### src/rtl/lrast_pkg.sv
// Shared types and constants for the 1 bpp line rasteriser.
// Holds the frame geometry, field widths, operation codes and pixel beat struct.
// No dependencies.
package lrast_pkg;

  localparam int ROW_BYTES   = 40;
  localparam int FRAME_BYTES = 9600;

  localparam int X_W    = 9;
  localparam int Y_W    = 8;
  localparam int BA_W   = 14;
  localparam int DATA_W = 8;

  localparam int FB_AW  = $clog2(FRAME_BYTES);
  localparam int PIX_AW = $clog2((2**Y_W - 1) * ROW_BYTES + 2**(X_W - 3));

  typedef enum logic [1:0] {
    OP_MOVE  = 2'd0,
    OP_LINE  = 2'd1,
    OP_READ  = 2'd2,
    OP_CLEAR = 2'd3
  } op_t;

  typedef struct packed {
    logic           valid;
    logic           last;
    logic [X_W-1:0] x;
    logic [Y_W-1:0] y;
  } pix_t;

  localparam logic [DATA_W-1:0] COL_MASK [8] = '{
    8'd128, 8'd64, 8'd32, 8'd16, 8'd8, 8'd4, 8'd2, 8'd1
  };

endpackage

### src/rtl/lrast_stepper.sv
// Line stepper: walks the major axis one pixel per cycle and tracks the minor
// axis with a remainder accumulator, giving truncated-quotient coordinates.
// Depends on lrast_pkg for widths and the pixel beat struct.
module lrast_stepper (
  input  logic                      clk,
  input  logic                      rst_n,
  input  logic                      start,
  input  logic [lrast_pkg::X_W-1:0]  x0,
  input  logic [lrast_pkg::Y_W-1:0]  y0,
  input  logic [lrast_pkg::X_W-1:0]  tx,
  input  logic [lrast_pkg::Y_W-1:0]  ty,
  output lrast_pkg::pix_t            pix
);
  import lrast_pkg::*;

  logic signed [X_W:0] dx;
  logic signed [Y_W:0] dy;
  logic [X_W-1:0]      adx;
  logic [Y_W-1:0]      ady;
  logic [X_W-1:0]      ady_x;
  logic                x_major;

  logic           busy_r;
  logic           xmaj_r;
  logic           maj_neg_r;
  logic           min_neg_r;
  logic [X_W-1:0] maj_r;
  logic [X_W-1:0] min_r;
  logic [X_W-1:0] cnt_r;
  logic [X_W-1:0] rem_r;
  logic [X_W-1:0] dmaj_r;
  logic [X_W-1:0] dmin_r;

  logic [X_W:0]   rem_sum;
  logic           rem_wrap;
  logic [X_W-1:0] rem_nxt;
  logic [X_W-1:0] maj_nxt;
  logic [X_W-1:0] min_nxt;

  always_comb begin
    dx      = $signed({1'b0, tx}) - $signed({1'b0, x0});
    dy      = $signed({1'b0, ty}) - $signed({1'b0, y0});
    adx     = dx[X_W] ? X_W'(-dx) : X_W'(dx);
    ady     = dy[Y_W] ? Y_W'(-dy) : Y_W'(dy);
    ady_x   = X_W'(ady);
    x_major = ady_x < adx;
  end

  always_comb begin
    rem_sum  = {1'b0, rem_r} + {1'b0, dmin_r};
    rem_wrap = rem_sum >= {1'b0, dmaj_r};
    rem_nxt  = rem_wrap ? X_W'(rem_sum - {1'b0, dmaj_r}) : X_W'(rem_sum);
    maj_nxt  = maj_neg_r ? maj_r - X_W'(1) : maj_r + X_W'(1);
    if (rem_wrap) begin
      min_nxt = min_neg_r ? min_r - X_W'(1) : min_r + X_W'(1);
    end else begin
      min_nxt = min_r;
    end
  end

  always_ff @(posedge clk) begin
    if (!rst_n) begin
      busy_r <= 1'b0;
    end else if (start) begin
      busy_r <= 1'b1;
    end else if (busy_r && cnt_r == '0) begin
      busy_r <= 1'b0;
    end
  end

  always_ff @(posedge clk) begin
    if (start) begin
      xmaj_r    <= x_major;
      maj_neg_r <= x_major ? dx[X_W] : dy[Y_W];
      min_neg_r <= x_major ? dy[Y_W] : dx[X_W];
      maj_r     <= x_major ? x0 : X_W'(y0);
      min_r     <= x_major ? X_W'(y0) : x0;
      cnt_r     <= x_major ? adx : ady_x;
      dmaj_r    <= x_major ? adx : ady_x;
      dmin_r    <= x_major ? ady_x : adx;
      rem_r     <= '0;
    end else if (busy_r && cnt_r != '0) begin
      maj_r <= maj_nxt;
      min_r <= min_nxt;
      rem_r <= rem_nxt;
      cnt_r <= cnt_r - X_W'(1);
    end
  end

  always_comb begin
    pix.valid = busy_r;
    pix.last  = busy_r && cnt_r == '0;
    pix.x     = xmaj_r ? maj_r : min_r;
    pix.y     = xmaj_r ? Y_W'(min_r) : Y_W'(maj_r);
  end

endmodule

### config.mk
export PLATFORM = sky130hd
export DESIGN_NAME = lrast_stepper
export DESIGN_NICKNAME = d
export VERILOG_FILES = /design/src/rtl/lrast_pkg.sv /design/src/rtl/lrast_stepper.sv
export SDC_FILE = /design/constraint.sdc
export NUM_CORES = 1
export LEC_CHECK = 0
export ABC_AREA = 0
export BUFFER_PORTS_ARGS = -buffer_cell sky130_fd_sc_hd__buf_2
export CORE_MARGIN = 4
export CORE_UTILIZATION = 60
export DETAILED_ROUTE_END_ITERATION = 12
export PLACE_DENSITY = 0.91
export SYNTH_ARGS = -nofsm -noshare
export SYNTH_HDL_FRONTEND = slang
export SYNTH_SLANG_ARGS = --single-unit
### constraint.sdc
create_clock -name clk -period 6.9 [get_ports clk]
set_input_delay 0.69 -clock clk [delete_from_list [all_inputs] [get_ports clk]]
set_output_delay 0.69 -clock clk [all_outputs]
set_load 0.05 [all_outputs]
-- Yosys cells after proc, flatten, opt, wreduce, memory -nomap -nowiden
Index checks and enable logic that the tools add are counted.
- word-level logic and storage cells: 54
- input bits: 37
- output and inout port bits: 19
- register bits: 58
- reduce and logical (&&, ||, !) cells: 8
- muxes and demuxes: 22
- magnitude comparators: 2
- add/subtract/negate cells: 11
- operators with widths (cell ; number):
    $mux 9 ; 15
    $sub 9x1->9 const B ; 3
    $mux 8 ; 3
    $add 9x1->9 const B ; 2
    $add 9x9->10 ; 1
    $ge 10x9->1 ; 1
    $sub 9x9->10 ; 1
    $logic_not 9->1 ; 1
    $lt 8x9->1 ; 1
    $neg 9->9 ; 1
    $reduce_bool 9->1 ; 1
    $sub 8x8->9 ; 1
    $sub 9x9->9 ; 1
    $neg 8->8 ; 1
    $reduce_bool 2->1 ; 3
    $mux 1 ; 4
    $logic_and 1x1->1 ; 2
    $reduce_and 2->1 ; 1

-- Longest topological paths before layout
Gate-level depths: netlist (run 1).
- word-level depth: 6
- depth in mapped cells: 20
- mapped depth without buffers: 19

-- Worst setup path after synthesis (run 1)
No wires, ideal clock.
- path kind: input -> register
- start point: input ty[0] in the netlist's numbering
- end point: register cnt_r[2], data pin
- cell stages on the path: 19
- data required time: 6.726 ns
- path buffers: 1
- setup time: 0.174 ns
- arrival time: 4.314 ns
- setup slack: 2.412 ns
- path through: inv_1 -> ha_1 -> inv_1 -> fa_1 -> a211oi_1 -> o21ai_0 -> a21oi_1 -> o21ai_1 -> mux2i_1 -> inv_1 -> ha_1 -> a21o_1 -> a21o_1 -> a211o_1 -> a21oi_1 -> o21a_1 -> clkbuf_1 -> nor4_1 -> a311oi_1
- cells in the longest elaborated chain, start to end: 6
- RTL lines (item ; RTL line ; text):
    from (decl) ; lrast_stepper.sv:11 ; input logic [lrast_pkg::Y_W-1:0] ty,
    $sub 8x8->9 (*) ; lrast_stepper.sv:42 ; dy = $signed({1'b0, ty}) - $signed({1'b0, y0});
    $neg 8->8 ; lrast_stepper.sv:44 ; ady = dy[Y_W] ? Y_W'(-dy) : Y_W'(dy);
    $mux 8 (*) ; lrast_stepper.sv:44 ;
    $lt 8x9->1 ; lrast_stepper.sv:46 ; x_major = ady_x < adx;
    $mux 9 (*) ; - ;
    $mux 9 (*) ; lrast_stepper.sv:72 ; if (start) begin
    to (signal assigned) ; lrast_stepper.sv:78 ; cnt_r <= x_major ? adx : ady_x;
    to (signal assigned) ; lrast_stepper.sv:86 ; cnt_r <= cnt_r - X_W'(1);
    to (decl) ; lrast_stepper.sv:29 ; logic [X_W-1:0] cnt_r;
Every way passes the cells marked *; elsewhere a longest branch is shown, timed or not.
A chain may end at the register's enable or synchronous reset.

-- Worst setup path after layout (run 1)
Same ends and word-level chain as after synthesis.

==> flow_metrics.py, run 1 <==
metrics = {
    "run_status": {
        "status": "finished clean",
    },
    "power": {
        "internal_power_mw": 1.66,
        "seq_power_share": 0.211,
        "vdd_ir_drop_max_mv": 0.286,
        "p_sw_mw": 1.65,
        "cellLeakagePower_nw": 2.78,
        "power_mw": 3.31,
        "powerDensity_nw_per_um2": 536,
        "p_clk_frac": 0.099,
        "pwr-share-comb": 0.690,
        "p_sw_frac": 0.500,
    },
    "clock_network": {
        "path_clk_slew_ps": 80,
        "cts_htree_levels": 3,
        "numCtsBuffers": 9,
        "cts_tree": "yes",
        "clockBufferDepth": 2,
        "cts_setup_buffers": 0,
        "root_buffer": "clkbuf_8",
        "cts_sinks": 58,
        "worst_skew_pair.late_latency_ps": 350,
        "cts_resized": 0,
        "cts_hold_buffers": 0,
    },
    "setup_path": {
        "worst_setup_path_end_kind": "register",
        "r2r_start": "dmin_r[1]",
        "worst_ep_required_time_ps": 6940,
        "start_kind": "input pin",
        "path_max_fanout": 23,
        "crit_type": "input pin to register",
        "critPathLaunch": "ty[0]",
        "cp.arrival_ps": 5430,
    },
    "final_layout": {
        "syn_to_final_growth_pct": 9.94,
        "antenna_cells": 0,
        "nets": 792,
        "fin_cells": 806,
        "drive_gt1_frac": 0.155,
    },
    "drt": {
        "ant_nets": 0,
        "wl_per_cell_microns": 17.9,
        "via_per_inst": 6.31,
        "vias": 5089,
        "first_iter_violations": 467,
        "drt-total-wl_microns": 14400,
        "first_pass_iters": 7,
        "drc": 0,
    },
    "logic_synthesis": {
        "synth_top_flop_cell": "edfxtp_1",
        "syn_area_sq_um": 5620,
        "yosys_warnings": 0,
        "async_flop_share": 0,
        "synth-edff-count": 48,
        "avgSynthCellArea_sq_um": 8.76,
        "synth_most_common_cell": "inv_1",
        "synth_area_leaders": "edfxtp_1, ha_1, inv_1",
        "synth_top_area_frac": 0.257,
        "synth_cell_type_count": 61,
        "synth_nets": 743,
        "synth.largest_area_cell": "edfxtp_1",
        "synth.yosys.seq_area_share": 0.292,
        "synthesis.instances": 641,
        "synth_top_cells_by_count": "inv_1, ha_1, nor2_1, o21ai_0, edfxtp_1",
        "ys_ff_latch": 58,
    },
    "grt": {
        "grt_pass1_wl_microns": 23700,
        "grt_start_max_net_pins": 65,
        "grt_usage": 0.263,
        "first_global_vias": 5043,
        "overflow": 0,
        "antenna_found_initial": 0,
    },
    "timing": {
        "worstMarginPinSlew_ps": 1140,
        "finalCritPeriodShare": 0.780,
        "slew_viol_final": 0,
        "rsz0062_at_grt": "false",
        "relSlewSlack": 0.234,
        "fmax_ghz": 0.186,
        "finalSetupTns_ps": 0,
        "skew_ps": 10.9,
        "hold_viol": 0,
        "finalSetupViolCount": 0,
        "fin_crit_ps": 5380,
    },
    "place": {
        "hpwl_microns": 10800,
        "io_buffers": 55,
        "routabilityCongestion": 0.892,
        "place_inst": 790,
    },
    "die": {
        "rows": 35,
        "dieHeight_microns": 105,
        "dieWidth_microns": 105,
        "core_area_sq_um": 9200,
        "io_pins": 56,
        "start_util": 0.611,
        "die-area_sq_um": 11000,
    },
    "min_path": {
        "min-delay-start": "rem_r[2]",
        "min_path_type": "register to register",
    },
    "job": {
        "maxCapViolations": 0,
    },
}
==> per-layer routing <==
metal / track usage / up-vias / share of wire
met2: 0.450 / 277 / 0.49
li1: - / 2392 / -
met3: 0.0506 / 50 / 0.086
met4: 0.102 / 0 / 0.028
met5: 0 / - / 0
met1: 0.325 / 2370 / 0.40
==> logic make-up (layout without fill, tap and decap cells) <==
family | Yosys count | in the layout | share of synthesized area
AND/OR/NAND/NOR | 166 | 166 | 0.148
buffers and inverters | 96 | 150 | 0.0675
other | 1 | 1 | 0.000668
flip-flops | 58 | 58 | 0.292
multiplexers | 37 | 37 | 0.0695
adder cells (fa/ha/maj) | 65 | 65 | 0.153
AO/OA/AOI/OAI | 170 | 170 | 0.193
XOR/XNOR | 48 | 48 | 0.0762
==> layout by cell type, fill, tap and decap left out, types with 4 or more instances in the layout <==
| cell type | n |
|---|---|
| inv_1 | 72 |
| ha_1 | 59 |
| buf_2 | 55 |
| nor2_1 | 53 |
| o21ai_0 | 48 |
| edfxtp_1 | 48 |
| a21oi_1 | 44 |
| xnor2_1 | 29 |
| nand2_1 | 28 |
| mux2i_1 | 21 |
| nor3_1 | 20 |
| xor2_1 | 18 |
| mux2_2 | 16 |
| a21o_1 | 11 |
| nand3_1 | 11 |
| nor2b_1 | 10 |
| dfxtp_1 | 10 |
| clkbuf_8 | 9 |
| o211ai_1 | 8 |
| a311oi_1 | 8 |
| a211oi_1 | 7 |
| nand2b_1 | 7 |
| o21a_1 | 7 |
| and3_1 | 7 |
| a21boi_0 | 6 |
| fa_1 | 6 |
| or3_1 | 5 |
| a211o_1 | 5 |
| buf_4 | 5 |
| or2_2 | 4 |
| nor4_1 | 4 |
| and2_1 | 4 |
==> flip-flops by register name (all words and copies together) (netlist names) <==
| name | flops |
|---|---|
| maj_neg_r | 1 |
| maj_r | 9 |
| cnt_r | 9 |
| dmin_r | 9 |
| min_r | 9 |
| rem_r | 9 |
| busy_r | 1 |
| dmaj_r | 9 |
| xmaj_r | 1 |
| min_neg_r | 1 |
==> through the flow <==
| step | utilization | cell area [sq um] | hold slack [ps] | setup slack [ps] |
|---|---|---|---|---|
| final | 0.671 | 6170 | 522 | 1520 |
| after global routing | 0.671 | 6170 | 543 | 1230 |
| after CTS | 0.671 | 6170 | 516 | 1640 |
| after detailed placement | 0.649 | 5970 | 505 | 1310 |
| after global placement | 0.649 | 5970 | 474 | 1570 |
| after floorplan | - | 5620 | 460 | 2410 |
==> worst max-delay path, cell delays in order <==
cell and delay [ps]:
buf_2 100, inv_1 40, ha_1 150, inv_1 50
fa_1 400, a211oi_1 340, o21ai_0 150, a21oi_1 290
o21ai_1 230, mux2i_1 340, inv_1 80, ha_1 300
a21o_1 160, a21o_1 180, a211o_1 280, a21oi_1 180
o21a_1 750, nor2_8 150, inv_2 360, a311oi_1 200
==> layout make-up <==
cell class | instances | area, sq um
multi-input combinational | 487 | 3600
fill | 703 | 3020
sequential | 58 | 1640
timing repair buffer | 60 | 313
inverter | 74 | 278
tap | 111 | 139
clock buffer | 9 | 124
clock inverter | 7 | 78.8
==> power by group through the flow <==
stage               sequential, mW  clock (mW)  combinational (mW)
floorplan                    0.654           0                1.80
global placement             0.693           0                2.11
detailed placement           0.704           0                2.22
CTS                          0.697       0.322                2.25
global route                 0.717       0.339                2.49
finish                       0.700       0.327                2.28
==> worst paths after layout <==
path,end,slack (ps),cells after the start
max reg2reg,rem_r[0],2520,17
max,cnt_r[2],1520,20
min,rem_r[2],520,2
min reg2reg,rem_r[2],520,2
Power figures use the tool's default switching activity.
==> run 2, diff against run 1 <==
==> constraint.sdc (replaced) <==
create_clock -name clk -period 5.6 [get_ports clk]
set_input_delay 0.56 -clock clk [delete_from_list [all_inputs] [get_ports clk]]
set_output_delay 0.56 -clock clk [all_outputs]
set_load 0.05 [all_outputs]
==> flow_metrics.py, run 2 (same netlist as run 1, synthesis figures left out) <==
metrics = {
    "run_status": {
        "status": "finished clean",
    },
    "final_layout": {
        "fin_util": 0.672,
        "fin_cells": 807,
        "syn_to_final_growth_pct": 10.0,
        "final_cell_mix": "inv_1, ha_1, buf_2",
        "final_common_cell": "inv_1",
        "antenna_cells": 0,
        "nets": 793,
        "drive_gt1_frac": 0.157,
    },
    "place": {
        "preCtsSetupSlack_ps": 443,
        "hpwl_microns": 10800,
        "place_inst": 791,
        "io_buffers": 55,
        "routabilityCongestion": 0.976,
    },
    "drt": {
        "first_pass_iters": 5,
        "drc": 0,
        "vias": 5107,
        "first_iter_violations": 558,
        "via_per_inst": 6.33,
        "wl_per_cell_microns": 17.6,
        "drt-total-wl_microns": 14200,
        "ant_nets": 0,
    },
    "clock_network": {
        "cts_hold_buffers": 0,
        "numCtsBuffers": 9,
        "cts_sinks": 58,
        "cts_resized": 0,
        "cts_tree": "yes",
        "worst_skew_pair.late_latency_ps": 350,
        "clockBufferDepth": 2,
        "cts_htree_levels": 3,
        "cts_setup_buffers": 0,
        "path_clk_slew_ps": 70,
        "root_buffer": "clkbuf_8",
    },
    "timing": {
        "fmax_ghz": 0.205,
        "relSlewSlack": 0.219,
        "finalSetupViolCount": 0,
        "fin_crit_ps": 4880,
        "rsz0062_at_grt": "false",
        "setup_ws_ps": 722,
        "hold_viol": 0,
        "skew_ps": 12.1,
        "worstMarginPinSlew_ps": 1170,
        "finalSetupTns_ps": 0,
        "finalCritPeriodShare": 0.871,
        "slew_viol_final": 0,
    },
    "min_path": {
        "min_path_type": "input pin to register",
    },
    "die": {
        "rows": 35,
        "die-area_sq_um": 11000,
        "start_util": 0.611,
        "dieHeight_microns": 105,
        "core_area_sq_um": 9200,
        "dieWidth_microns": 105,
        "io_pins": 56,
    },
    "setup_path": {
        "worst_setup_path_end_kind": "register",
        "worst_ep_required_time_ps": 5650,
        "cp_cell_sequence": "buf_2 > inv_1 > ha_1 > inv_1 > fa_1 > a211oi_1 > o21ai_0 > a21oi_1 > o21ai_1 > mux2i_1 > inv_1 > ha_1 > a21o_1 > a21o_1 > a211o_1 > a21oi_1 > o21a_1 > nor2_8 > inv_2 > a311oi_1",
        "slowest_stage": "o21a_1",
        "path_max_fanout": 20,
        "slowest_delay_ps": 500,
        "start_kind": "input pin",
        "cp.arrival_ps": 4930,
        "path_common_cell": "inv_1",
        "crit_type": "input pin to register",
    },
    "grt": {
        "antenna_found_initial": 1,
        "first_global_vias": 4927,
        "overflow": 0,
        "grt_pass1_wl_microns": 23400,
        "grt_start_max_net_pins": 65,
        "grt_usage": 0.259,
    },
    "power": {
        "vdd_ir_drop_max_mv": 0.244,
        "power_mw": 4.09,
        "powerDensity_nw_per_um2": 662,
        "cellLeakagePower_nw": 2.79,
    },
    "job": {
        "maxCapViolations": 0,
    },
}
## run 2: changes by cell type in the layout (fill, tap and decap cells not counted), sizes merged
cell      delta
buf          +1
clkinv       -2
clkinvlp     +1
inv          +1
## run 2: critical path: cells and delay by family
kind / cells / cell delay [ps]
AOI/OAI and AO/OA: 10 / 2490
buffers and inverters: 5 / 610
and+or+nand+nor: 1 / 140
adders and majority gates: 3 / 860
muxes: 1 / 270
## run 2: worst paths after layout
check / to / slack (ps) / from / depth (start not counted)
worst max register to register: min_r[7] / 1370 / dmin_r[1] / 15
worst max-delay path: cnt_r[7] / 720 / ty[0] / 20
worst min register to register: rem_r[2] / 550 / rem_r[2] / 2
worst min-delay path: busy_r / 430 / rst_n / 2
## run 2: per-layer routing
layer,vias to the layer above,track usage,part of all wire,routed length (microns)
li1,2396,-,-,-
met1,2381,0.339,0.40,5740
met2,276,0.422,0.47,6680
met3,52,0.0525,0.095,1360
met4,2,0.101,0.031,444
met5,-,0,0.00091,13
## run 2: final cells by class
type / count / area [sq um]
Sequential cell: 58 / 1640
Fill cell: 704 / 3020
Clock inverter: 7 / 77.6
Multi-Input combinational cell: 487 / 3600
Inverter: 74 / 278
Clock buffer: 9 / 124
Tap cell: 111 / 139
Timing Repair Buffer: 61 / 320
## run 2: report_power, final
group / total [mW] / switching (mW) / internal, mW
Clock: 0.400 / 0.192 / 0.208
Sequential: 0.862 / 0.143 / 0.719
Combinational: 2.83 / 1.71 / 1.12
Total: 4.09 / 2.04 / 2.05
## run 2: metrics by stage
step	hold slack, ps	area [sq um]
after floorplan	460	5620
after global placement	474	5980
after detailed placement	524	5980
after CTS	422	6180
after global routing	433	6180
final	425	6180
==> run 3, diff against run 2 <==
--- a/config.mk
+++ b/config.mk
@@ -8,9 +8,9 @@
 export ABC_AREA = 0
 export BUFFER_PORTS_ARGS = -buffer_cell sky130_fd_sc_hd__buf_2
 export CORE_MARGIN = 4
-export CORE_UTILIZATION = 60
+export CORE_UTILIZATION = 35
 export DETAILED_ROUTE_END_ITERATION = 12
-export PLACE_DENSITY = 0.91
+export PLACE_DENSITY = 0.62
 export SYNTH_ARGS = -nofsm -noshare
 export SYNTH_HDL_FRONTEND = slang
 export SYNTH_SLANG_ARGS = --single-unit
==> flow_metrics.py, run 3 (same netlist as run 1, synthesis figures left out) <==
metrics = {
    "timing": {
        "setup_ws_ps": 782,
        "finalSetupTns_ps": 0,
        "finalSetupViolCount": 0,
        "timing.hold.ws_ps": 436,
        "worstMarginPinSlew_ps": 1100,
        "relSlewSlack": 0.267,
        "skew_ps": 10.5,
        "fin_crit_ps": 4820,
        "slew_viol_final": 0,
        "finalCritPeriodShare": 0.860,
        "fmax_ghz": 0.208,
        "hold_viol": 0,
        "rsz0062_at_grt": "false",
    },
    "grt": {
        "grt_start_max_net_pins": 64,
        "first_global_vias": 4614,
        "overflow": 0,
        "antenna_found_initial": 0,
        "grt_pass1_wl_microns": 23300,
        "grt_usage": 0.159,
    },
    "setup_path": {
        "r2r_cells": 17,
        "slowest_stage": "o21a_1",
        "crit_family": "compound AO/OA/AOI/OAI gates",
        "worst_setup_path_end_kind": "register",
        "crit_end": "cnt_r[6]",
        "worst_ep_required_time_ps": 5630,
        "critPathLaunch": "ty[0]",
        "worst-r2r-setup-slack_ps": 1630,
        "reg2reg_to": "rem_r[0]",
        "r2r_start": "dmin_r[1]",
        "path_buf_inv": 5,
        "cp.arrival_ps": 4850,
        "cp_cell_sequence": "buf_2 > inv_1 > ha_1 > inv_1 > fa_1 > a211oi_1 > o21ai_0 > a21oi_1 > o21ai_1 > mux2i_1 > inv_1 > ha_1 > a21o_1 > a21o_1 > a211o_1 > a21oi_1 > o21a_1 > nor2_8 > inv_2 > a311oi_1",
        "start_kind": "input pin",
        "slowest_delay_ps": 430,
        "path_common_cell": "inv_1",
        "crit_type": "input pin to register",
        "path_depth": 20,
        "path_max_fanout": 20,
    },
    "drt": {
        "first_pass_iters": 6,
        "via_per_inst": 5.17,
        "wl_per_cell_microns": 15.6,
        "ant_nets": 0,
        "drc": 0,
        "vias": 4720,
        "drt-total-wl_microns": 14200,
        "first_iter_violations": 330,
    },
    "final_layout": {
        "syn_to_final_growth_pct": 14.1,
        "drive_gt1_frac": 0.154,
        "finalInstanceArea_sq_um": 6410,
        "final_cell_mix": "inv_1, ha_1, buf_2",
        "antenna_cells": 0,
        "final_common_cell": "inv_1",
        "nets": 794,
        "fillCellCount": 1578,
    },
    "die": {
        "die-area_sq_um": 18100,
        "core_area_sq_um": 15800,
        "dieHeight_microns": 135,
        "start_util": 0.355,
        "rows": 46,
        "dieWidth_microns": 135,
        "io_pins": 56,
    },
    "clock_network": {
        "root_buffer": "clkbuf_16",
        "path_clk_slew_ps": 50,
        "cts_resized": 0,
        "clockBufferDepth": 2,
        "cts_tree": "yes",
        "cts_sinks": 58,
        "cts_hold_buffers": 0,
        "numCtsBuffers": 9,
        "cts_htree_levels": 3,
        "cts_setup_buffers": 0,
        "worst_skew_pair.late_latency_ps": 330,
    },
    "power": {
        "p_sw_mw": 1.96,
        "p_sw_frac": 0.472,
        "seq_power_share": 0.207,
        "pwr-share-comb": 0.662,
        "powerDensity_nw_per_um2": 648,
        "cellLeakagePower_nw": 2.85,
        "vdd_ir_drop_max_mv": 0.212,
        "internal_power_mw": 2.19,
        "power_mw": 4.15,
        "p_clk_frac": 0.131,
    },
    "min_path": {
        "min_path_type": "input pin to register",
        "min-delay-start": "rst_n",
    },
    "place": {
        "io_buffers": 55,
        "preCtsSetupSlack_ps": 535,
        "dpl_cell_area_sq_um": 6120,
        "hpwl_microns": 10800,
        "routabilityCongestion": 0.836,
    },
    "job": {
        "maxCapViolations": 0,
    },
    "run_status": {
        "status": "finished clean",
    },
}
## run 3: worst reg2reg max path, cell delays in order, from the launching register on
cell and delay (ps):
edfxtp_1 380, ha_1 290, a21o_1 190, a21oi_1 230, nor2b_1 70, o21ai_0 310
nor2b_1 200, xnor2_1 160, ha_1 310, a21o_1 200, a21oi_1 140, o221ai_1 170
o21ai_0 210, nand2_1 80, a41oi_1 230, buf_4 260, mux2_2 350, a21oi_1 140
## run 3: area by class of cell
class                           instances  area [sq um]  area share
Sequential cell                        58          1640       0.256
Multi-Input combinational cell        487          3600       0.562
Clock buffer                           13           250      0.0391
Timing Repair Buffer                   62           328      0.0512
Clock inverter                          3          40.0     0.00625
Inverter                               74           278      0.0434
Tap cell                              216           270      0.0422
## run 3: per-stage QoR
stage | cells | utilization
finish | 913 | 0.405
global route | 913 | 0.405
CTS | 913 | 0.405
detailed placement | 897 | 0.386
global placement | 897 | 0.386
floorplan | 641 | -
## run 3: per-layer routing
layer | track usage | share of wire
met1 | 0.227 | 0.48
met2 | 0.252 | 0.45
met3 | 0.0339 | 0.066
met4 | 0.0305 | 0.0079
met5 | 0 | 0
## run 3: worst min-delay path by stage
stage                    end  slack, ps  depth (start not counted)
global placement    rem_r[2]        480                          2
CTS                   busy_r        430                          2
global route          busy_r        450                          2
detailed placement  rem_r[2]        500                          2
floorplan           rem_r[2]        460                          2
finish                busy_r        440                          2
## run 3: power by group through the flow
stage / clock network [mW] / logic (mW) / registers, mW
floorplan: 0 / 2.22 / 0.805
global placement: 0 / 2.71 / 0.863
detailed placement: 0 / 2.72 / 0.868
CTS: 0.552 / 2.75 / 0.860
global route: 0.571 / 3.06 / 0.887
finish: 0.544 / 2.75 / 0.860
